`src/rtl/core/fevkv_pkg.sv`:
```
// ----------------------------------------------------------------------------
// fevkv_pkg
// Shared types and constants for the insertion-ordered key-value table.
// ----------------------------------------------------------------------------
package fevkv_pkg;

  // Default sizes of the table and its words.
  localparam int DEPTH_DEF      = 8;
  localparam int KEY_BITS_DEF   = 32;
  localparam int VALUE_BITS_DEF = 32;

  // Fixed widths of the result fields and the register port.
  localparam int FOUND_BITS = 32;
  localparam int COUNT_OUT_BITS = 4;
  localparam int CAP_BITS   = 4;
  localparam int PADDR_BITS = 3;
  localparam int PDATA_BITS = 32;

  // Register map.
  localparam logic [PADDR_BITS-3:0] REG_CAPACITY = 1'b0;
  localparam logic [CAP_BITS-1:0]   CAP_RESET    = 4'd8;

  // Operation codes.
  typedef enum logic [1:0] {
    FN_INSERT = 2'd0,
    FN_LOOKUP = 2'd1,
    FN_REMOVE = 2'd2,
    FN_NONE   = 2'd3
  } func_t;

  // Sequencer states.
  typedef enum logic [2:0] {
    ST_IDLE,
    ST_SCAN,
    ST_SHIFT,
    ST_APPEND,
    ST_FINISH
  } state_t;

  // Result handed from the sequencer to the output register.
  typedef struct packed {
    logic                      hit;
    logic [FOUND_BITS-1:0]     found_value;
    logic                      evicted;
    logic [COUNT_OUT_BITS-1:0] entries_now;
  } result_t;

endpackage

```
`src/rtl/core/fevkv_engine.sv`:
```
// ----------------------------------------------------------------------------
// fevkv_engine
// Entry memory and the sequencer that searches, compacts and appends to it.
// ----------------------------------------------------------------------------
module fevkv_engine
  import fevkv_pkg::*;
#(
  parameter int DEPTH      = DEPTH_DEF,
  parameter int KEY_BITS   = KEY_BITS_DEF,
  parameter int VALUE_BITS = VALUE_BITS_DEF
) (
  input  logic                  clk,
  input  logic                  rst,
  input  logic                  in_valid,
  output logic                  in_stall,
  input  logic [1:0]            func,
  input  logic [KEY_BITS-1:0]   key,
  input  logic [VALUE_BITS-1:0] value,
  input  logic [CAP_BITS-1:0]   capacity,
  input  logic                  out_free,
  output logic                  res_load,
  output result_t               res
);

  localparam int AW   = (DEPTH > 1) ? $clog2(DEPTH) : 1;
  localparam int CW   = $clog2(DEPTH + 1);
  localparam int CMPW = (CW > CAP_BITS) ? CW : CAP_BITS;
  localparam int EW   = KEY_BITS + VALUE_BITS;

  state_t state, state_next;

  func_t                 op;
  logic [KEY_BITS-1:0]   key_r;
  logic [VALUE_BITS-1:0] value_r;
  logic [CW-1:0]         count;
  logic [CW-1:0]         ptr;
  logic                  rd_pend;
  logic [AW-1:0]         rd_addr;
  logic                  hit_r;
  logic [FOUND_BITS-1:0] found_r;
  logic                  evict_r;

  // Entry memory: key in the upper bits, value in the lower bits.
  logic [EW-1:0] mem [DEPTH];
  logic [EW-1:0] rd_data;
  logic          mem_re;
  logic [AW-1:0] mem_ra;
  logic          mem_we;
  logic [AW-1:0] mem_wa;
  logic [EW-1:0] mem_wd;

  logic            match;
  logic            full;
  logic [CMPW-1:0] cap_ext;
  logic [CMPW-1:0] cap_eff;
  func_t           in_func;

  assign in_func = func_t'(func);

  // Clamp the capacity to the range one to DEPTH.
  always_comb begin
    cap_ext = CMPW'(capacity);
    if (capacity == '0) begin
      cap_eff = CMPW'(1);
    end else if (cap_ext > CMPW'(DEPTH)) begin
      cap_eff = CMPW'(DEPTH);
    end else begin
      cap_eff = cap_ext;
    end
  end

  assign full  = CMPW'(count) >= cap_eff;
  assign match = rd_data[EW-1:VALUE_BITS] == key_r;

  always_ff @(posedge clk) begin
    if (mem_we) begin
      mem[mem_wa] <= mem_wd;
    end
    if (mem_re) begin
      rd_data <= mem[mem_ra];
    end
  end

  // Next state.
  always_comb begin
    state_next = state;
    case (state)
      ST_IDLE: begin
        if (in_valid) begin
          case (in_func)
            FN_INSERT: state_next = full ? ST_SHIFT : ST_APPEND;
            FN_LOOKUP, FN_REMOVE: state_next = ST_SCAN;
            default: state_next = ST_FINISH;
          endcase
        end
      end
      ST_SCAN: begin
        if (rd_pend && match) begin
          state_next = (op == FN_LOOKUP) ? ST_FINISH : ST_SHIFT;
        end else if (!rd_pend && ptr == count) begin
          state_next = ST_FINISH;
        end
      end
      ST_SHIFT: begin
        if (!rd_pend && ptr == count) begin
          state_next = (op == FN_INSERT) ? ST_APPEND : ST_FINISH;
        end
      end
      ST_APPEND: state_next = ST_FINISH;
      ST_FINISH: begin
        if (out_free) begin
          state_next = ST_IDLE;
        end
      end
      default: state_next = ST_IDLE;
    endcase
  end

  // Memory controls and handshake outputs.
  always_comb begin
    in_stall = state != ST_IDLE;
    res_load = (state == ST_FINISH) && out_free;
    mem_re   = (state == ST_SCAN || state == ST_SHIFT) && (ptr < count);
    mem_ra   = ptr[AW-1:0];
    mem_we   = 1'b0;
    mem_wa   = rd_addr - AW'(1);
    mem_wd   = rd_data;
    case (state)
      ST_SHIFT: mem_we = rd_pend;
      ST_APPEND: begin
        mem_we = 1'b1;
        mem_wa = count[AW-1:0];
        mem_wd = {key_r, value_r};
      end
      default: mem_we = 1'b0;
    endcase
  end

  assign res.hit         = hit_r;
  assign res.found_value = found_r;
  assign res.evicted     = evict_r;
  assign res.entries_now = COUNT_OUT_BITS'(count);

  // Control state.
  always_ff @(posedge clk) begin
    if (rst) begin
      state   <= ST_IDLE;
      count   <= '0;
      rd_pend <= 1'b0;
    end else begin
      state   <= state_next;
      rd_pend <= mem_re;
      case (state)
        ST_SHIFT: begin
          if (!rd_pend && ptr == count) begin
            count <= count - CW'(1);
          end
        end
        ST_APPEND: count <= count + CW'(1);
        default: ;
      endcase
    end
  end

  // Item registers, walk pointer and result fields.
  always_ff @(posedge clk) begin
    rd_addr <= mem_ra;
    if (mem_re) begin
      ptr <= ptr + CW'(1);
    end
    case (state)
      ST_IDLE: begin
        if (in_valid) begin
          op      <= in_func;
          key_r   <= key;
          value_r <= value;
          hit_r   <= 1'b0;
          found_r <= '0;
          evict_r <= (in_func == FN_INSERT) && full;
          ptr     <= ((in_func == FN_INSERT) && full) ? CW'(1) : '0;
        end
      end
      ST_SCAN: begin
        // On a remove the read of the entry after the match is already under
        // way, so the compaction simply carries on from the walk pointer.
        if (rd_pend && match) begin
          hit_r <= 1'b1;
          if (op == FN_LOOKUP) begin
            found_r <= FOUND_BITS'(rd_data[VALUE_BITS-1:0]);
          end
        end
      end
      default: ;
    endcase
  end

endmodule

```
`src/rtl/core/fifo_evict_key_value_table.sv`:
```
// ----------------------------------------------------------------------------
// fifo_evict_key_value_table
// Insertion-ordered key-value table with oldest-first eviction.
// ----------------------------------------------------------------------------
// Each item is an insert, lookup or remove (or the unused code, which does
// nothing) and gives exactly one result item. Entries sit in a single memory
// with one read and one write port, oldest at address zero. A lookup, a
// remove, or an insert that evicts and compacts the entries behind the oldest
// one walks that memory one entry per cycle; an insert that needs no eviction
// goes straight to the append. A new item is taken once the previous one has
// placed its result in the output register, even if that result is still
// waiting to be taken; while the output register holds an untaken result,
// the next result waits for it.
// ----------------------------------------------------------------------------
module fifo_evict_key_value_table
  import fevkv_pkg::*;
#(
  parameter int DEPTH      = DEPTH_DEF,
  parameter int KEY_BITS   = KEY_BITS_DEF,
  parameter int VALUE_BITS = VALUE_BITS_DEF
) (
  input  logic                      clk,
  input  logic                      rst,
  // Register port
  input  logic                      psel,
  input  logic                      penable,
  input  logic                      pwrite,
  input  logic [PADDR_BITS-1:0]     paddr,
  input  logic [PDATA_BITS-1:0]     pwdata,
  output logic [PDATA_BITS-1:0]     prdata,
  output logic                      pready,
  // Input items
  input  logic                      in_valid,
  output logic                      in_stall,
  input  logic [1:0]                func,
  input  logic [KEY_BITS-1:0]       key,
  input  logic [VALUE_BITS-1:0]     value,
  // Result items
  output logic                      out_valid,
  input  logic                      out_stall,
  output logic                      hit,
  output logic [FOUND_BITS-1:0]     found_value,
  output logic                      evicted,
  output logic [COUNT_OUT_BITS-1:0] entries_now
);

  logic [CAP_BITS-1:0] capacity;
  logic                sel_cap;
  logic                out_free;
  logic                res_load;
  result_t             res;

  // Register port: one capacity register, no wait states.
  assign pready  = 1'b1;
  assign sel_cap = paddr[PADDR_BITS-1:2] == REG_CAPACITY;
  assign prdata  = sel_cap ? PDATA_BITS'(capacity) : '0;

  always_ff @(posedge clk) begin
    if (rst) begin
      capacity <= CAP_RESET;
    end else if (psel && penable && pwrite && pready && sel_cap) begin
      capacity <= pwdata[CAP_BITS-1:0];
    end
  end

  fevkv_engine #(
    .DEPTH      (DEPTH),
    .KEY_BITS   (KEY_BITS),
    .VALUE_BITS (VALUE_BITS)
  ) u_engine (
    .clk      (clk),
    .rst      (rst),
    .in_valid (in_valid),
    .in_stall (in_stall),
    .func     (func),
    .key      (key),
    .value    (value),
    .capacity (capacity),
    .out_free (out_free),
    .res_load (res_load),
    .res      (res)
  );

  // Output register: free when empty or being taken this cycle.
  assign out_free = !out_valid || !out_stall;

  always_ff @(posedge clk) begin
    if (rst) begin
      out_valid <= 1'b0;
    end else if (res_load) begin
      out_valid <= 1'b1;
    end else if (!out_stall) begin
      out_valid <= 1'b0;
    end
  end

  always_ff @(posedge clk) begin
    if (res_load) begin
      hit         <= res.hit;
      found_value <= res.found_value;
      evicted     <= res.evicted;
      entries_now <= res.entries_now;
    end
  end

endmodule

```
`config.mk`:
```
export PLATFORM = sky130hd
export DESIGN_NAME = fifo_evict_key_value_table
export DESIGN_NICKNAME = d
export VERILOG_FILES = /design/src/rtl/core/fevkv_pkg.sv /design/src/rtl/core/fevkv_engine.sv /design/src/rtl/core/fifo_evict_key_value_table.sv
export SDC_FILE = /design/constraint.sdc
export NUM_CORES = 1
export LEC_CHECK = 0
export BUFFER_PORTS_ARGS = -buffer_cell sky130_fd_sc_hd__buf_4
export CORE_MARGIN = 2
export CORE_UTILIZATION = 65
export CTS_CLUSTER_DIAMETER = 100
export CTS_CLUSTER_SIZE = 25
export DETAILED_ROUTE_END_ITERATION = 10
export PLACE_DENSITY = 0.95
export SLEW_MARGIN = 20
export SYNTH_ARGS = -nofsm -noshare
export SYNTH_HDL_FRONTEND = slang
export SYNTH_SLANG_ARGS = --single-unit
```
`constraint.sdc`:
```
create_clock -name clk -period 10.5 [get_ports clk]
set_clock_uncertainty 0.05 [all_clocks]
set_input_delay 1.05 -clock clk [delete_from_list [all_inputs] [get_ports clk]]
set_output_delay 1.05 -clock clk [all_outputs]
set_load 0.02 [all_outputs]
```
[After elaboration in Yosys (flattened, before gate mapping)]
Memories as Yosys holds them, arrays and structs flattened. A register that Yosys moved wholly into a read port is not among the register bits.
Index checks and enable logic that the tools add are counted.
Storage, ports and cells
  memories kept: 1
  bits in latches: 0
  input port bits: 108
  bits in writable memories: 512
  register bits after elaboration: 158
  memory bits (read-only): 0
Cells by class
  reductions and logical operators: 26
  shift-type cells: 0
  mux-type cells: 33
  divide/modulo/power cells: 0
  bitwise operators: 1
  multiply operators: 0
  $lt $le $gt $ge: 3
  add/sub/neg operators: 4
  equal/unequal tests: 16
Memory list
  u_engine.mem: depth 8, width 64, rd ports 1, clocked after Yosys merged registers in 1, wr ports 1, line fevkv_engine.sv:44  | logic [EW-1:0] mem [DEPTH];
Operators with widths (count)
  2-to-1 mux 32 bit: 3
  2-to-1 mux 64 bit: 1
  case mux 32 bit (2 select lines): 1
  equality test 32 bit: 1
  2-to-1 mux 4 bit: 7
  2-to-1 mux 3 bit: 8
  case mux 3 bit (5 select lines): 1
  != test 2 x 1 -> 1 bit, second input constant: 5
  adder 4 x 1 -> 4 bit, second input constant: 2
  logical AND 1 bit: 8
  2-to-1 mux 1 bit: 8
  case mux 4 bit (2 select lines): 1
  AND reduction 4 bit: 2
  equality test 3 x 2 -> 1 bit, second input constant: 2
  case mux 3 bit (2 select lines): 1
  equality test 2 x 1 -> 1 bit, second input constant: 2
  equality test 4 bit: 1
  >= comparator 4 bit: 1
  > comparator 4 bit, second input constant: 1
  zero test 2 bit: 2
  zero test 4 bit: 1
  < comparator 4 bit: 1
  case mux 1 bit (2 select lines): 2
  AND reduction 2 bit: 2
  15 further kinds: 19

[Longest topological paths before layout]
Gate-level depths: netlist of the first run.
  word-level depth: 8
  mapped depth: 12
  depth with buffers taken out: 10

[Cells and area by module]
A second synthesis of the first run with hierarchy kept.
Unflattened totals
  cell total of the unflattened synthesis: 1315
  area total of the unflattened synthesis: 28284.6 sq um
By module, submodules not included
  fevkv_engine: instances 1, cells an instance 1220, seq. area each 20599.8 sq um, area an instance 26664.3 sq um
  fifo_evict_key_value_table: instances 1, cells an instance 95, seq. area each 1241.2 sq um, area an instance 1620.3 sq um

[Worst setup path after synthesis of the first run]
No wires, ideal clock.
  path type: register to register
  start point: register u_engine.state[2]
  end point: memory u_engine.mem[1][0] in the netlist's numbering (enable)
  period minus slack after synthesis: 4.503 ns
  slack: 5.997 ns
  cell stages (with the launch flop): 8
  data arrival time: 3.967 ns
  required time: 9.964 ns
  buffers on the path: 2
  cells stage by stage: dfxtp_1 > buf_2 > nor2b_1 > nand2_1 > buf_2 > o21ai_1 > nand2_1 > nor2_1
Between the ends
  cells in the longest elaborated chain, start to end: 4
  elaborated cells between the ends (all ways): 6
Ends and longest elaborated chain
  from (decl): line fevkv_engine.sv:30  | state_t state, state_next;
  from (signal assigned): line fevkv_engine.sv:151  | state <= state_next;
  equality test 3 x 2 -> 1 bit: line fevkv_engine.sv:128  | case (state)
  case mux 1 bit (2 select lines): line fevkv_engine.sv:128
  2-to-1 mux 1 bit: line fevkv_engine.sv:76  | if (mem_we) begin
  2-to-1 mux 1 bit (implied by the code): line fevkv_engine.sv:77  | mem[mem_wa] <= mem_wd;
  to (decl): line fevkv_engine.sv:44
Several ways; a longest one is shown, not always the timed one.

[Final worst setup path of the first run]
  start point: register u_engine.state[0]
  end point: memory u_engine.mem[4][62] in the netlist's numbering (enable)
Same word-level chain as after synthesis.

==> results.txt, run 1 <==
----------------------------------------------------
[Run status]
  Status ... complete, no violations

[Finish]
  Area growth syn-to-layout ... 8.649%
  Design Area, Final ... 0.03076 mm^2
  Post-layout instance count excluding filler cells ... 2,044
  Count of filler cells inserted in the layout ... 2,240
  Final nets ... 1,570
  Diode count ... 0
  Share of layout cells above drive strength 1 ... 0.3125

[Placed design]
  Post-Place Cell Area ... 0.02978 mm^2
  IO buf count ... 121
  Final GP Congestion ... between 0.8 and 0.9
  Minimum setup slack after placement ... 6206 ps
  Cell count after placement ... 1,994
  DP HPWL ... 31,360 um

[Synthesis]
  Synth Flop Type ... edfxtp_1
  Fraction of registers with async set or reset after synthesis ... 0
  Combined area of all synthesized cells ... 0.02831 mm^2
  Avg Cell Area, Syn ... approximately 21 um^2
  Dominant cells by area after synthesis ... edfxtp_1 76%, mux4_2 10%, mux2_2 5.1%, dfxtp_1 1.4%, xnor2_1 1.1%
  Synth cell count leaders ... 714 x edfxtp_1, 128 x mux2_2, 128 x mux4_2
  Synth cell types ... 50
  Yosys Warn Count ... 0
  Instance count of the mapped netlist ... roughly 1,300
  Total of flip-flops plus latches after synthesis ... roughly 730
  Cell with the most instances after synthesis ... edfxtp_1
  Top cell type's share of synthesized area ... 0.7573
  Proportion of synthesized chip area in sequential cells ... 0.7715
  Number of flops mapped to enable cells by yosys ... 714
  Top cell type by total area after synthesis ... edfxtp_1

[Critical path]
  Cell with the largest stage delay on the worst path ... dfxtp_2
  Worst setup SP type ... flop
  Maximum cell stage delay along the critical path ... 1100 ps
  Worst path required time ... between 10,000 and 15,000 ps
  Cell Chain, Critical Path ... nand2_4 -> o21ai_1 -> nand2_1 -> nor2_4 -> buf_4
  Crit path buffers/inverters ... 1
  Endpoint class of the critical path ... flop
  Delay-heaviest family, CP ... simple AND/OR/NAND/NOR gates
  Max Fanout on Critical Path ... 50
  WP data arrival ... approximately 4600 ps
  Type of the worst setup path ... reg2reg

[Power and ir drop]
  Power density over the cells ... 169.2 mW/mm^2
  Worst voltage drop across the vdd grid ... approximately 0.11 mV
  P_leak ... 0.009874 uW

[Clock tree]
  Clock buffer count from CTS ... 35
  Clock tree from TritonCTS ... built
  Clock net sink count ... 734
  Worst-skew pair later-pin latency ... around 560 ps
  Setup Buffers After CTS ... 0
  Clock transition at path regs ... 100 ps
  Number of hold buffers added after cts ... 0
  Cells resized by post-CTS repair ... 0
  Total number of H-tree levels ... 2
  Root buf cell ... clkbuf_16
  Buffers from clock root to sink, at most ... 3

[Drt]
  Routed length per placed instance ... about 29 um
  Final ANT Viol Nets ... 0
  Vias ... 13,680
  DRC violation count after routing ... 0
  Number of search-and-repair iterations in the first detailed-routing pass ... 9
  Detail-routed via count per cell ... 6.691
  Total length of routed wires ... 60,140 um
  Iteration-0 DRC Markers ... 1,925

[GRT]
  Wire length of the first global-routing pass ... 88,100 um
  Initial antenna violation count ... 0
  Vias in the first global route ... 13,900
  Total grt overflow ... 0
  Global-route total usage across every layer ... 0.2699
  Maximum number of pins on one net before global-route repair ... 102

[Timing]
  Final cycle utilization of the critical path ... 0.4213
  Slew at the pin closest to its max-slew limit ... about 1200 ps
  Final min period ... 4423 ps
  Headroom to the max-slew limit ... 0.2176
  Final count of hold timing violations ... 0
  RSZ-0062 raised after global routing ... no
  Pins over their slew limit ... 0
  Final setup fails ... 0
  Minimum setup slack in the final design ... 6077 ps
  F_max ... 226.1 MHz
  Setup TNS ... 0 ps

[Die]
  Placeable Area ... approximately 0.043 mm^2
  Effective utilization at floorplan ... 0.6572
  Row cnt ... 76
  Die Y ... roughly 210 um
  DIE AREA ... about 0.045 mm^2
  # IOs ... between 150 and 200
  Width of the die ... 212.7 um

[Job]
  Max cap viols ... 0

[Worst hold path]
  Hold Path Class ... reg2reg

----------------------------------------------------
[cell families (layout without fill, tap and decap cells)]
group           Yosys count  after routing  share of synthesized area
compound gates           41             41                   0.009502
xor+xnor                 37             37                    0.01145
fa+ha+maj                15             15                   0.006895
buf+inv                 101            205                    0.02068
flops                   734            734                     0.7715
mux                     261            261                     0.1545
other cells               2             29                  0.0002653
simple gates            137            137                    0.02524
[state kept, by name, indices dropped and copies added (netlist names), 32 cells and up]
register          flops
u_engine.value_r     32
u_engine.mem        512
found_value          32
u_engine.rd_data     64
u_engine.found_r     32
u_engine.key_r       32
[path summary, 6_finish.rpt]
path	from	endpoint	slack, ps	cells past startpoint
hold / removal	u_engine.found_r[2]	found_value[2]	380	0
setup reg to reg	u_engine.state[0]	u_engine.mem[4][62]	6080	5
setup / recovery	u_engine.state[0]	u_engine.mem[4][62]	6080	5
hold reg to reg	u_engine.found_r[2]	found_value[2]	380	0
[per-stage QoR]
step	utilization	hold WS, ps	total power (uW)
5_1_grt	0.7141	392.0	5335
4_1_cts	0.7133	376.1	5224
2_1_floorplan	-	304.0	3693
3_5_place_dp	0.6914	354.5	3801
6_report	0.7141	376.4	5205
3_3_place_gp	0.6914	353.0	3778
[where the power goes]
group / internal (uW) / total [uW] / switching [uW]
clock: 624 / 1460 / 838
combinational: 215 / 426 / 211
sequential: 3260 / 3320 / 59.5
[layer usage]
layer  up-vias  wire, um  global-route usage
met5         -         0                   0
met4         0      2063              0.1102
met3       142      5540             0.04059
met2      1054     31200              0.4584
met1      6968     21340              0.3570
li1       5513         -                   -
[final cells by class]
type	count	area, um^2	share of cell area
clock buffers	46	917.1	0.02982
flip-flops and latches	734	21850	0.7105
well taps	585	732.0	0.02380
repair buffers	139	1080	0.03510
clock inverters	3	28.78	0.0009356
multi-input cells	520	6083	0.1978
inverters	17	65.06	0.002115
[cell usage in the layout, fill, tap and decap left out, types with 3 or more instances in the layout]
master,n
ha_1,14
buf_4,136
dfxtp_1,16
o21ai_0,3
edfxtp_1,714
nor2_4,8
o21ai_1,3
mux2_2,128
o21a_1,4
conb_1,29
xor2_1,3
mux2i_1,5
nand2_1,17
nor2b_1,9
nand2b_1,3
a21oi_1,13
nor3_1,3
nand4_1,13
nor2_1,29
dfxtp_4,3
mux4_2,128
clkbuf_1,11
and3_1,33
nand3_1,8
clkbuf_16,35
xnor2_1,34
inv_1,15
No activity file was read; power rests on OpenSTA's default activity.
==> run 2: changes to the inputs <==
--- a/config.mk
+++ b/config.mk
@@ -7,11 +7,11 @@
 export LEC_CHECK = 0
 export BUFFER_PORTS_ARGS = -buffer_cell sky130_fd_sc_hd__buf_4
 export CORE_MARGIN = 2
-export CORE_UTILIZATION = 65
+export CORE_UTILIZATION = 54
 export CTS_CLUSTER_DIAMETER = 100
 export CTS_CLUSTER_SIZE = 25
 export DETAILED_ROUTE_END_ITERATION = 10
-export PLACE_DENSITY = 0.95
+export PLACE_DENSITY = 0.86
 export SLEW_MARGIN = 20
 export SYNTH_ARGS = -nofsm -noshare
 export SYNTH_HDL_FRONTEND = slang
==> constraint.sdc (replaced) <==
create_clock -name clk -period 3.6 [get_ports clk]
set_clock_uncertainty 0.05 [all_clocks]
set_input_delay 0.36 -clock clk [delete_from_list [all_inputs] [get_ports clk]]
set_output_delay 0.36 -clock clk [all_outputs]
set_load 0.02 [all_outputs]
==> run 2 against run 1 <==
Critical path type unchanged. Largest cell class unchanged. Highest routed layer unchanged. Hold slack got worse by 360 ps. Total power increased to 3.0 times the previous value. Critical path depth is 1 higher. Cell count increased by 8.8%.
==> results.txt, run 2 (synthesis gave the netlist of run 1 again) <==
----------------------------------------------------
[Power and ir drop]
  Switching share of power ... 0.2154 (+0.002263)
  Internal power component ... 12,060 uW (+190%)
  Sequential fraction of design power ... 0.627 (-0.010)
  Clk pwr share ... 0.285 (+0.004)
  Portion of total power attributed to combinational logic ... 0.088 (+0.006)
  Power density over the cells ... 483.2 mW/mm^2 (+190%)
  Net switching power ... 3311 uW (+200%)
  P_leak ... 0.01028 uW (+4.1%)
  Worst voltage drop across the vdd grid ... 0.3729 mV (+240%)
  Post-route total power ... 15,370 uW (+200%)

[Finish]
  Largest register FFs ... 512 (unchanged)
  Highest-count cells in the layout ignoring fill and taps ... 714 x edfxtp_1, 140 x buf_4, 128 x mux2_2, 128 x mux4_2, 69 x dlygate4sd3_1
  Register ranked first by flip-flop count ... u_engine.mem
  Largest registers ranked by flip-flop count ... u_engine.mem x512, u_engine.rd_data x64
  Final nets ... 1,652 (+5.2%)
  Most common cell after layout, fill and taps aside ... edfxtp_1
  Share of layout cells above drive strength 1 ... 0.3061 (-0.006447)
  Area growth syn-to-layout ... 12.40%
  Post-layout instance count excluding filler cells ... 2,223 (+8.8%)

[Critical path]
  Delay-heaviest family, CP ... simple AND/OR/NAND/NOR gates
  Worst setup SP type ... flop
  WP data arrival ... 3160 ps (-1400 ps)
  Crit path buffers/inverters ... 1 (unchanged)
  Cell Chain, Critical Path ... xnor2_1 -> nand4_1 -> nor4_1 -> nand3_1 -> o31ai_4 -> buf_4
  Endpoint class of the critical path ... flop
  Cell with the largest stage delay on the worst path ... nor4_1
  Worst path required time ... 3760 ps (-6880 ps)
  Maximum cell stage delay along the critical path ... 510 ps (-590 ps)
  Max Fanout on Critical Path ... 32 (-36%)
  Type of the worst setup path ... reg2reg
  Worst setup slack for register-to-register paths ... 590 ps (-5480 ps)

[Drt]
  DRC violation count after routing ... 0 (unchanged)
  Detail-routed via count per cell ... 6.223 (-7.0%)
  Routed length per placed instance ... 26.96 um (-8.4%)
  Total length of routed wires ... 59,940 um (-0.33%)
  Final ANT Viol Nets ... 0 (unchanged)
  Number of search-and-repair iterations in the first detailed-routing pass ... 5 (-4)
  Vias ... 13,830 (+1.1%)
  Iteration-0 DRC Markers ... 1,601 (-17%)

[Placed design]
  Final GP Congestion ... 0.7829 (-5.3%)
  Cell count after placement ... 2,103 (+5.5%)
  DP HPWL ... 30,570 um (-2.5%)
  IO buf count ... 121 (unchanged)

[Clock tree]
  Total number of H-tree levels ... 2 (unchanged)
  Cells resized by post-CTS repair ... 0 (unchanged)
  Worst-skew pair later-pin latency ... 580 ps (+20 ps)
  Clock transition at path regs ... 100 ps (about the same)
  Root buf cell ... clkbuf_16
  Clock tree from TritonCTS ... built
  Clock buffer count from CTS ... 35 (unchanged)
  Buffers from clock root to sink, at most ... 3 (unchanged)
  Clock net sink count ... 734 (unchanged)

[Die]
  DIE AREA ... 0.05428 mm^2 (+20%)
  Row cnt ... 83 (+9.2%)
  Width of the die ... 233.0 um (+9.5%)
  Placeable Area ... 0.05161 mm^2 (+20%)
  Die Y ... 233.0 um (+9.5%)
  # IOs ... 181 (unchanged)
  Effective utilization at floorplan ... 0.5485 (-0.1087)

[Timing]
  Slew at the pin closest to its max-slew limit ... 1027 ps (-146.2 ps)
  F_max ... 332.7 MHz (+47%)
  Setup TNS ... 0 ps (unchanged)
  Final setup fails ... 0 (unchanged)
  Pins over their slew limit ... 0 (unchanged)
  Headroom to the max-slew limit ... 0.3150 (+0.09745)
  Final min period ... 3006 ps (-1418 ps)
  Final count of hold timing violations ... 0 (unchanged)
  Final cycle utilization of the critical path ... 0.8349 (+0.4136)
  RSZ-0062 raised after global routing ... no

[Job]
  Max cap viols ... 0 (unchanged)

[Worst hold path]
  Hold Path Class ... in2reg

[Run status]
  Status ... complete, no violations

[GRT]
  Vias in the first global route ... 14,000 (+0.68%)
  Wire length of the first global-routing pass ... 88,200 um (+0.12%)
  Maximum number of pins on one net before global-route repair ... 70 (-31%)
  Total grt overflow ... 0 (unchanged)
  Initial antenna violation count ... 2 (+2)
  Global-route total usage across every layer ... 0.2223 (-0.04760)

----------------------------------------------------
-- run 2: path summary, 6_finish.rpt --
| check | from | endpoint | cells after the start |
|---|---|---|---|
| worst max-delay path | u_engine.rd_data[45] | u_engine.found_r[18] | 6 |
| worst min-delay path | rst | out_valid | 2 |
| worst max register to register | u_engine.rd_data[45] | u_engine.found_r[18] | 6 |
| worst min register to register | u_engine.found_r[29] | found_value[29] | 0 |
-- run 2: stage by stage --
stage	hold WS, ps	area, um^2	setup slack, ps	utilization
after global routing	15.31	31820	456.4	0.6165
after floorplan	304.0	28420	-902.9	-
final	17.78	31820	594.5	0.6165
after detailed placement	354.5	30140	636.6	0.5840
after CTS	8.286	31820	562.5	0.6165
after global placement	355.2	30140	587.8	0.5840
-- run 2: final cells by class --
cell class,count,area (um^2)
timing repair buffer,221,1982
sequential,734,21850
multi-input combinational,520,6083
fill,3241,19790
antenna,1,2.502
tap,680,850.8
clock inverter,4,45.04
inverter,17,65.06
clock buffer,46,938.4
-- run 2: timing repair --
| action | CTS | global route |
|---|---|---|
| setup buffers | 0 | 0 |
| hold buffers | 69 | 0 |
| hold endpoints to repair | 69 | 0 |
-- run 2: power groups by stage --
stage	clock network, uW	registers, uW	logic, uW
floorplan	0	9780	989
global placement	0	9820	1240
detailed placement	0	9830	1270
CTS	4410	9640	1360
global route	4660	9660	1440
finish	4380	9640	1350
-- run 2: routing by layer --
metal	up-vias	GRT usage	share of wire
met2	915	0.3853	0.51
met3	141	0.02904	0.085
met4	0	0.07822	0.034
li1	5692	-	-
met5	-	0	0
met1	7086	0.2916	0.37
-- run 2: worst register-to-register path, stage by stage, from the launching register on --
cell and delay, ps:
edfxtp_1 420, xnor2_1 310, nand4_1 190, nor4_1 510
nand3_1 370, o31ai_4 280, buf_4 470
==> run 3: changes to the inputs <==
==> constraint.sdc (replaced) <==
create_clock -name clk -period 2.55 [get_ports clk]
set_clock_uncertainty 0.05 [all_clocks]
set_input_delay 0.255 -clock clk [delete_from_list [all_inputs] [get_ports clk]]
set_output_delay 0.255 -clock clk [all_outputs]
set_load 0.02 [all_outputs]
==> run 3 against run 2 <==
The run now ends with negative setup slack left. Routed wire length up 6.2%. Critical path depth up 2. Hold slack better by 160 ps. Critical endpoint is now u_engine.found_r[15].
==> results.txt, run 3 (synthesis gave the netlist of run 1 again) <==
----------------------------------------------------
[Run status]
  Status ... finished, violations left
  Failing checks ... negative setup slack

[Clock tree]
  Clock net sink count ... 734 (unchanged)
  Total number of H-tree levels ... 2 (unchanged)
  Clock tree from TritonCTS ... built
  Worst-skew pair later-pin latency ... 600 ps (+20 ps)
  Clock transition at path regs ... 100 ps (about the same)
  Buffers from clock root to sink, at most ... 3 (unchanged)
  Root buf cell ... clkbuf_16
  Clock buffer count from CTS ... 35 (unchanged)

[Finish]
  Register ranked first by flip-flop count ... u_engine.mem
  Highest-count cells in the layout ignoring fill and taps ... 714 x edfxtp_1, 136 x buf_4, 128 x mux2_2, 128 x mux4_2, 75 x dlygate4sd3_1
  Share of layout cells above drive strength 1 ... 0.3192 (+0.01308)
  Design Area, Final ... 0.03225 mm^2 (+1.4%)
  Largest register FFs ... 512 (unchanged)
  Most common cell after layout, fill and taps aside ... edfxtp_1
  Diode count ... 0 (-1)
  Area growth syn-to-layout ... 13.92%
  Count of filler cells inserted in the layout ... 3,183 (-1.8%)
  Final nets ... 1,670 (+1.1%)
  Largest registers ranked by flip-flop count ... u_engine.mem x512, u_engine.rd_data x64

[Drt]
  Total length of routed wires ... 63,640 um (+6.2%)
  DRC violation count after routing ... 0 (unchanged)
  Number of search-and-repair iterations in the first detailed-routing pass ... 5 (unchanged)
  Routed length per placed instance ... 28.49 um (+5.6%)
  Vias ... 14,070 (+1.7%)
  Detail-routed via count per cell ... 6.300 (+1.2%)
  Final ANT Viol Nets ... 0 (unchanged)
  Iteration-0 DRC Markers ... 1,945 (+21%)

[Placed design]
  DP HPWL ... 31,870 um (+4.3%)
  Post-Place Cell Area ... 0.03039 mm^2 (+0.83%)
  Final GP Congestion ... 0.7712 (-1.5%)
  IO buf count ... 121 (unchanged)

[Critical path]
  Worst path required time ... 2800 ps (-960 ps)
  Crit path buffers/inverters ... 3 (+2)
  Delay-heaviest family, CP ... simple AND/OR/NAND/NOR gates
  Endpoint class of the critical path ... flop
  Cell Chain, Critical Path ... xnor2_2 -> nand4_1 -> nor4_2 -> buf_4 -> nand3_4 -> o31ai_4 -> buf_12 -> buf_16
  Cell with the largest stage delay on the worst path ... edfxtp_1
  Type of the worst setup path ... reg2reg
  Worst setup SP type ... flop
  WP data arrival ... 2830 ps (-330 ps)
  Max Fanout on Critical Path ... 16 (-50%)
  Maximum cell stage delay along the critical path ... 500 ps (about the same)

[Timing]
  RSZ-0062 raised after global routing ... yes
  Final setup fails ... 32 (+32)
  F_max ... 388.4 MHz (+17%)
  Headroom to the max-slew limit ... 0.3580 (+0.04295)
  Final Hold Slack ... 178.5 ps (+160.7 ps)
  Final count of hold timing violations ... 0 (unchanged)
  Final min period ... 2575 ps (-430.7 ps)
  Minimum setup slack in the final design ... -24.81 ps (-619.3 ps)
  Final cycle utilization of the critical path ... 1.010 (+0.1749)
  Pins over their slew limit ... 0 (unchanged)
  Slew at the pin closest to its max-slew limit ... 953.0 ps (-74.49 ps)

[Power and ir drop]
  Worst voltage drop across the vdd grid ... 0.4302 mV (+15%)
  Power density over the cells ... 678.5 mW/mm^2 (+40%)
  P_leak ... 0.01047 uW (+1.8%)

[GRT]
  Global-route total usage across every layer ... 0.2385 (+0.01621)
  Maximum number of pins on one net before global-route repair ... 133 (+90%)
  Initial antenna violation count ... 2 (unchanged)
  Vias in the first global route ... 14,530 (+3.8%)
  Wire length of the first global-routing pass ... 93,790 um (+6.3%)
  Total grt overflow ... 0 (unchanged)

[Die]
  DIE AREA ... 0.05428 mm^2 (unchanged)
  Effective utilization at floorplan ... 0.5485 (unchanged)
  Die Y ... 233.0 um (unchanged)
  # IOs ... 181 (unchanged)
  Row cnt ... 83 (unchanged)
  Placeable Area ... 0.05161 mm^2 (unchanged)
  Width of the die ... 233.0 um (unchanged)

[Job]
  Max cap viols ... 0 (unchanged)

[Worst hold path]
  Hold Path Class ... in2reg

----------------------------------------------------
[run 3: cell types whose count changed in the layout (fill, tap and decap cells not counted), moves of 2 or more]
cell / change
buf_12: +14
buf_16: +2
buf_4: -4
clkbuf_1: -6
dlygate4sd3_1: +6
xnor2_1: -9
xnor2_2: +9
[run 3: tightest hold or removal path, delay by kind of cell]
| family | cells | cell delay (ps) |
|---|---|---|
| simple gates | 1 | 230 |
| compound gates | 1 | 170 |
| buf+inv | 1 | 110 |
[run 3: path summary, 6_finish.rpt]
path | to | startpoint | cells after the start | slack (ps)
max | u_engine.found_r[15] | u_engine.key_r[2] | 8 | -20
min | capacity[3] | penable | 3 | 180
min reg2reg | found_value[28] | u_engine.found_r[28] | 0 | 370
max reg2reg | u_engine.found_r[15] | u_engine.key_r[2] | 8 | -20
[run 3: final cells by class]
type / instances / area (um^2) / area share
Tap cell: 680 / 850.8 / 0.02638
Sequential cell: 734 / 21850 / 0.6776
Clock buffer: 40 / 915.9 / 0.02840
Clock inverter: 4 / 42.54 / 0.001319
Multi-Input combinational cell: 520 / 6176 / 0.1915
Timing Repair Buffer: 239 / 2347 / 0.07278
Inverter: 17 / 65.06 / 0.002017
[run 3: through the flow]
step                      instances  setup WS (ps)  total power (uW)    util  TNS [ps]
final                          2234         -24.81             21880  0.6249    -529.9
after global routing           2234         -109.2             22440  0.6249     -3261
after CTS                      2233          33.43             21850  0.6244         0
after detailed placement       2113         -210.8             15740  0.5889     -6482
after global placement         2113         -179.9             15670  0.5889     -5510
after floorplan                1355         -410.0             15230       -   -120650
[run 3: layer usage]
metal  part of all wire  track usage
met5                  0            0
met1               0.36       0.3078
met4              0.038      0.09654
met3              0.088      0.04007
met2               0.52       0.4061
[run 3: repair_timing]
action / CTS / global route
gates resized for setup: 13 / 2
hold buffers: 75 / 0
gates cloned: 1 / 0
setup buffers: 1 / 1
endpoints found under the hold margin: 83 / 0
pin swaps: 2 / 4
setup endpoints to repair: 33 / 32
[run 3: report_power, final]
part           internal, uW  switching (uW)
sequential            13400             157
clock                  2600            3610
combinational          1060            1040
total                 17100            4810
